**src/sv/qninv_pkg.sv**
```systemverilog
// ---------------------------------------------------------------------------
// qninv_pkg : shared types and constants for the quadratic number inverter
// Payload structs, the multiplier control struct and the default word width.
// ---------------------------------------------------------------------------
package qninv_pkg;

   localparam int unsigned WORD_BITS_DEF = 64;

   typedef struct packed {
      logic signed [63:0] num_a;
      logic signed [63:0] num_b;
      logic signed [63:0] den_d;
   } req_type;

   typedef struct packed {
      logic signed [63:0] inv_a;
      logic signed [63:0] inv_b;
      logic signed [63:0] inv_d;
      logic               zero_gcd;
   } rsp_type;

   // multiplier control: start pulse and busy flag; the operands come as vectors
   typedef struct packed {
      logic start;
      logic busy;
   } mul_ctl_type;

endpackage

```
**src/sv/qninv_mul.sv**
```systemverilog
// ---------------------------------------------------------------------------
// qninv_mul : bit-serial wrapping multiplier
// Shift-and-add over the multiplier word, one bit a cycle, result wraps
// at the operand width.
// ---------------------------------------------------------------------------
module qninv_mul
   import qninv_pkg::*;
#(
   parameter int unsigned WIDTH = 128
) (
   input  logic             clock,
   input  logic             reset,
   input  logic             start,
   input  logic [WIDTH-1:0] op_x,
   input  logic [WIDTH-1:0] op_y,
   output mul_ctl_type      ctl,
   output logic [WIDTH-1:0] product
);

   localparam int unsigned CW = $clog2(WIDTH + 1);

   logic [WIDTH-1:0] x_ff, x_in, y_ff, y_in, p_ff, p_in;
   logic [CW-1:0]    cnt_ff, cnt_in;
   logic             busy_ff, busy_in;

   always_comb begin
      x_in    = x_ff;
      y_in    = y_ff;
      p_in    = p_ff;
      cnt_in  = cnt_ff;
      busy_in = busy_ff;
      if (start) begin
         x_in    = op_x;
         y_in    = op_y;
         p_in    = '0;
         cnt_in  = CW'(WIDTH);
         busy_in = 1'b1;
      end else if (busy_ff) begin
         if (y_ff[0]) begin
            p_in = p_ff + x_ff;
         end
         x_in   = x_ff << 1;
         y_in   = y_ff >> 1;
         cnt_in = cnt_ff - CW'(1);
         // stop early once no multiplier bits remain
         if (cnt_ff == CW'(1) || (y_ff >> 1) == '0) begin
            busy_in = 1'b0;
         end
      end
   end

   always_ff @(posedge clock) begin
      if (reset) begin
         busy_ff <= 1'b0;
         cnt_ff  <= '0;
      end else begin
         busy_ff <= busy_in;
         cnt_ff  <= cnt_in;
      end
      x_ff <= x_in;
      y_ff <= y_in;
      p_ff <= p_in;
   end

   assign ctl.start = start;
   assign ctl.busy  = busy_ff;
   assign product   = p_ff;

endmodule

```
**config.mk**
```make
export PLATFORM = sky130hd
export DESIGN_NAME = qninv_mul
export DESIGN_NICKNAME = d
export VERILOG_FILES = /design/src/sv/qninv_pkg.sv /design/src/sv/qninv_mul.sv
export SDC_FILE = /design/constraint.sdc
export NUM_CORES = 1
export LEC_CHECK = 0
export ABC_AREA = 1
export BUFFER_PORTS_ARGS = -buffer_cell sky130_fd_sc_hd__buf_2
export CAP_MARGIN = 40
export CORE_MARGIN = 2
export CORE_UTILIZATION = 45
export DETAILED_ROUTE_END_ITERATION = 6
export GPL_ROUTABILITY_DRIVEN = 0
export PLACE_DENSITY = 0.67
export RECOVER_POWER = 25
export SYNTH_ARGS = -nofsm -noshare
export SYNTH_HDL_FRONTEND = slang
export SYNTH_SLANG_ARGS = --single-unit
```
**constraint.sdc**
```tcl
create_clock -name clock -period 8 [get_ports clock]
set_clock_uncertainty 0.15 [all_clocks]
set_input_delay 1.2 -clock clock [delete_from_list [all_inputs] [get_ports clock]]
set_output_delay 1.2 -clock clock [all_outputs]
set_load 0.03 [all_outputs]
```
=== Word-level counts from Yosys, hierarchy flattened ===
Cells that the tools add are included.

* Add/subtract/negate cells: 2
* Equal/unequal tests: 1
* Reductions and logical operators: 5
* Multiplexer cells: 9

{| class="wikitable"
|+ Operator list
! kind !! number
|-
| 128-bit two-way mux || 4
|-
| 128-bit adder || 1
|-
| 128-bit zero test || 1
|-
| 8-bit two-way mux || 2
|-
| 8-bit by 1-bit == test with 1-bit output (second input constant) || 1
|-
| 8-bit by 1-bit subtractor with 8-bit output (second input constant) || 1
|-
| 1-bit two-way mux || 3
|-
| 2-bit AND reduction || 1
|-
| 2-bit nonzero test || 1
|-
| 2-bit OR reduction || 1
|-
| 1-bit logical OR || 1
|}

* Word-level logic and storage cells: 23
* Flip-flop bits (word level): 393
* Input bits: 259
* Output and inout port bits: 130

=== Longest topological paths before layout ===
* Depth after elaboration: 5
* Depth in mapped cells: 19
* Depth with buffers taken out: 19

=== Least setup slack after synthesis ===
No wires, ideal clock.

* Kind: input-to-reg
* Start: input port start
* End: register x_ff[0] (enable)
* Stages: 3
* Buffers on the path: 1
* Setup time: 1953 ps
* Path slack: 127 ps
* Data required time: 5897 ps
* Data arrival time: 5770 ps
* Cell sequence: inv_2 clkbuf_1 nand2_1

* Cells in the longest elaborated chain, start to end: 1

{| class="wikitable"
|+ Ends and longest elaborated chain
! element !! line !! text
|-
| from (decl) || qninv_mul.sv:13 || <nowiki>input logic start,</nowiki>
|-
| 2-bit nonzero test (no line) || n/a ||
|-
| to (signal assigned) || qninv_mul.sv:60 || <nowiki>x_ff <= x_in;</nowiki>
|-
| to (decl) || qninv_mul.sv:22 || <nowiki>logic [WIDTH-1:0] x_ff, x_in, y_ff, y_in, p_ff, p_in;</nowiki>
|}

Every way passes these cells.
A chain may end at the register's enable or synchronous reset.

=== Worst setup path in the final report ===
* Start: input port start
* End: register x_ff[92] (enable)

The elaborated chain is that of the path after synthesis.

==> impl_results.md <==
* Post-CTS setup buffers at 0
* Distinct cells, synth at 37
* Post-Syn Area at 30080 um2
* Seq pwr share at 39.1%
* Area share of the largest cell type after synthesis at 28.19%
* Met3 Resource Use GR at 7.862%
* Critical path peak fanout at 77
* Ys async rst share at 0%
* Sw frac at 35.19%
* Post-DP HPWL at 83000 um
* Syn avg cell area at 6.076 um2
* Overall Power at 6.534 mW
* Clock power share at 34.6%
* Antenna viol nets, final at 0
* Clk slew on worst S/H paths at 0.06 ns
* Die area at 68940 um2
* Most common cell in the netlist: nand2_1
* Failing checks: DRC, capacitance limit, slew limit
* # DRC at 1
* Synth Area in Adders at 5.432%
* Final hold vios at 0
* Share of layout cells above drive strength 1 at 10.67%
* MaxCap Viol Count at 2
* CTS Sinks at 393
* Most common library cells after synthesis: 2259 x nand2_1, 934 x inv_1, 490 x nor2_1
* GRT met1 Usage at 39.38%
* Global route hottest layer: met2
* WP data required at 8.07 ns
* Startpoint types: input pin
* DRC violation total after the first TritonRoute iteration at 3292
* I/O Pins at 389
* Setup violations, final at 0
* Initial antenna violation count at 18
* FF-to-FF path depth at 16
* Post-Layout Inst Area at 34550 um2
* Static Leakage at 19.97 nW
* Synth top area cells: nand2_1 28%, edfxtp_1 26%, inv_1 12%
* Grt total ovfl at 0
* Via/cell ratio at 4.975
* Cells after synthesis at 4951
* Pwr/cell area at 189.1 nW/um2
* Status: complete, but fails checks
* Post-synth EDFFs at 256
* WP data arrival at 5.08 ns
* Final nets at 5690
* Synth Area in XOR/XNOR at 1.922%
* Clock Latency Late Sink at 0.62 ns
* Row Count at 94
* FF-to-FF End: product[120]$_SDFFE_PP0P_
* Cells after DPL at 6114
* Combinational share of power at 26.3%
* Net load switching power at 2.300 mW
* Clock root buffer: clkbuf_16
* Hold path start: cnt_ff[5]$_SDFFE_PP0P_
* Max VDD drop at 0.1885 mV
* Tcrit/Tclk final at 62.57%
* CTS Buf Count at 49
* Reg2reg start: x_ff[0]$_SDFFCE_PN0P_
* Fmax at 0.1998 GHz
* CP Capture Type: flip-flop
* Seq/Total Area, Yosys at 34.67%
* GRT Resource Usage Total at 29.35%
* Largest net degree at the start of global routing at 205
* First drt pass iteration count at 7
* Synth Area in Compound Gates at 3.785%
* Worst hold slack at 0.3318 ns
* Via Count at 30901
* Dpl cell area at 32930 um2
* Finished Layout Cells at 6211
* CTS tree: built
* Largest family of logic cells by synthesized area: simple AND/OR/NAND/NOR gates
* Synth Flop Type: edfxtp_1
* Worst hold path endpoint: cnt_ff[5]$_SDFFE_PP0P_
* Slew @ Worst Pin at 2.368 ns
* Die Y at 262.6 um
* Layout area overhead at 14.86%
* Drt wl/cell at 16.80 um
* Post-synth net total at 5340
* Die width at 262.6 um
* Clock period minus final worst setup slack at 5.006 ns
* Post-synth top area cell: nand2_1
* Buffers added on ports at 388
* DRT Wirelength at 104300 um
* Mux share of post-synthesis cell area at 0%
* Max Root-Sink Buffers at 3
* Critical path type: in2reg
* Int Power at 4.234 mW
* Max transition margin at -57.88%
* GR Layer Usage met2 at 44.83%
* CTS resizes at 0
* Vias in the first global route at 28398
* Final Max Tran Viols at 97
* Setup TNS Final at 0 ns
* Global-route wire length before repair at 157500 um
* Core area at 65980 um2
* #FFs+latches synth at 393
* Starting Density at 45.59%
* Syn. warnings at 0
* CTS hold repair buffers at 0
* Hold Path Class: reg2reg
* Post-Synth Simple-Gate Area at 40.86%
* Hold path cells at 1
* RSZ-0062 raised after global routing: no
* H-tree levels at 2
* Reg2reg setup slack at 4.80 ns
power groups by stage:
stage          Clock, mW  Combinational, mW  Sequential [mW]
2_1_floorplan          0               1.06             2.65
3_3_place_gp           0               1.66             2.59
3_5_place_dp           0               1.68             2.59
4_1_cts             2.30               1.69             2.55
5_1_grt             2.38               1.91             2.58
6_report            2.26               1.72             2.55
critical path, cell delays in order:
cell      delay [ns]
clkbuf_1        1.49
inv_8           0.55
nand2_4         0.54
buf_16          0.31
buf_4           0.68
placed cells by master (no fill, tap or decap), drive strengths merged, types with 88 or more instances in the layout:
cell type     n
nand2      2284
inv         966
nor2        525
buf         376
edfxtp      256
nand3       165
dfxtp       137
ha          129
a21oi       102
clkbuf       88
per-stage QoR:
step	setup WS (ns)	utilization [%]
2_1_floorplan	0.1268	-
3_3_place_gp	4.017	49.78
3_5_place_dp	4.206	49.91
4_1_cts	4.829	52.42
5_1_grt	2.633	52.35
6_report	2.994	52.37
kinds of logic (layout without fill, tap and decap cells):
logic type | count (synthesis) | after routing
other | 0 | 5
buffers and inverters | 1066 | 1457
flip-flops | 393 | 393
adder cells (fa/ha/maj) | 130 | 130
AND/OR/NAND/NOR | 3080 | 3080
XOR/XNOR | 66 | 66
AO/OA/AOI/OAI | 216 | 216
cell type report:
type	instances	area [um2]
well taps	864	1081
clock inverters	27	296.5
diodes	5	12.51
inverters	966	3638
fillers	6915	31430
multi-input cells	3492	15650
flip-flops and latches	393	10430
repair buffers	399	2088
clock buffers	65	1358
flip-flops by register name, indices dropped and copies added (netlist names):
signal,cells
busy_ff,1
x_ff,128
cnt_ff,8
y_ff,128
product,128
per-layer routing:
metal	vias up	part of all wire (%)
met2	1289	42
met5	-	0.18
met1	13724	43
li1	15590	-
met4	28	4.4
met3	270	11
how the worst max path moves through the flow:
stage / start / to / slack (ns) / cells after the start
floorplan: start / x_ff[0]$_SDFFCE_PN0P_ / 0.13 / 3
global placement: start / x_ff[92]$_DFFE_PP_ / 4.02 / 4
detailed placement: start / x_ff[92]$_DFFE_PP_ / 4.21 / 5
CTS: start / x_ff[96]$_DFFE_PP_ / 4.83 / 5
global route: start / x_ff[92]$_DFFE_PP_ / 2.63 / 5
finish: start / x_ff[92]$_DFFE_PP_ / 2.99 / 5
Power figures use the tool's default switching activity.
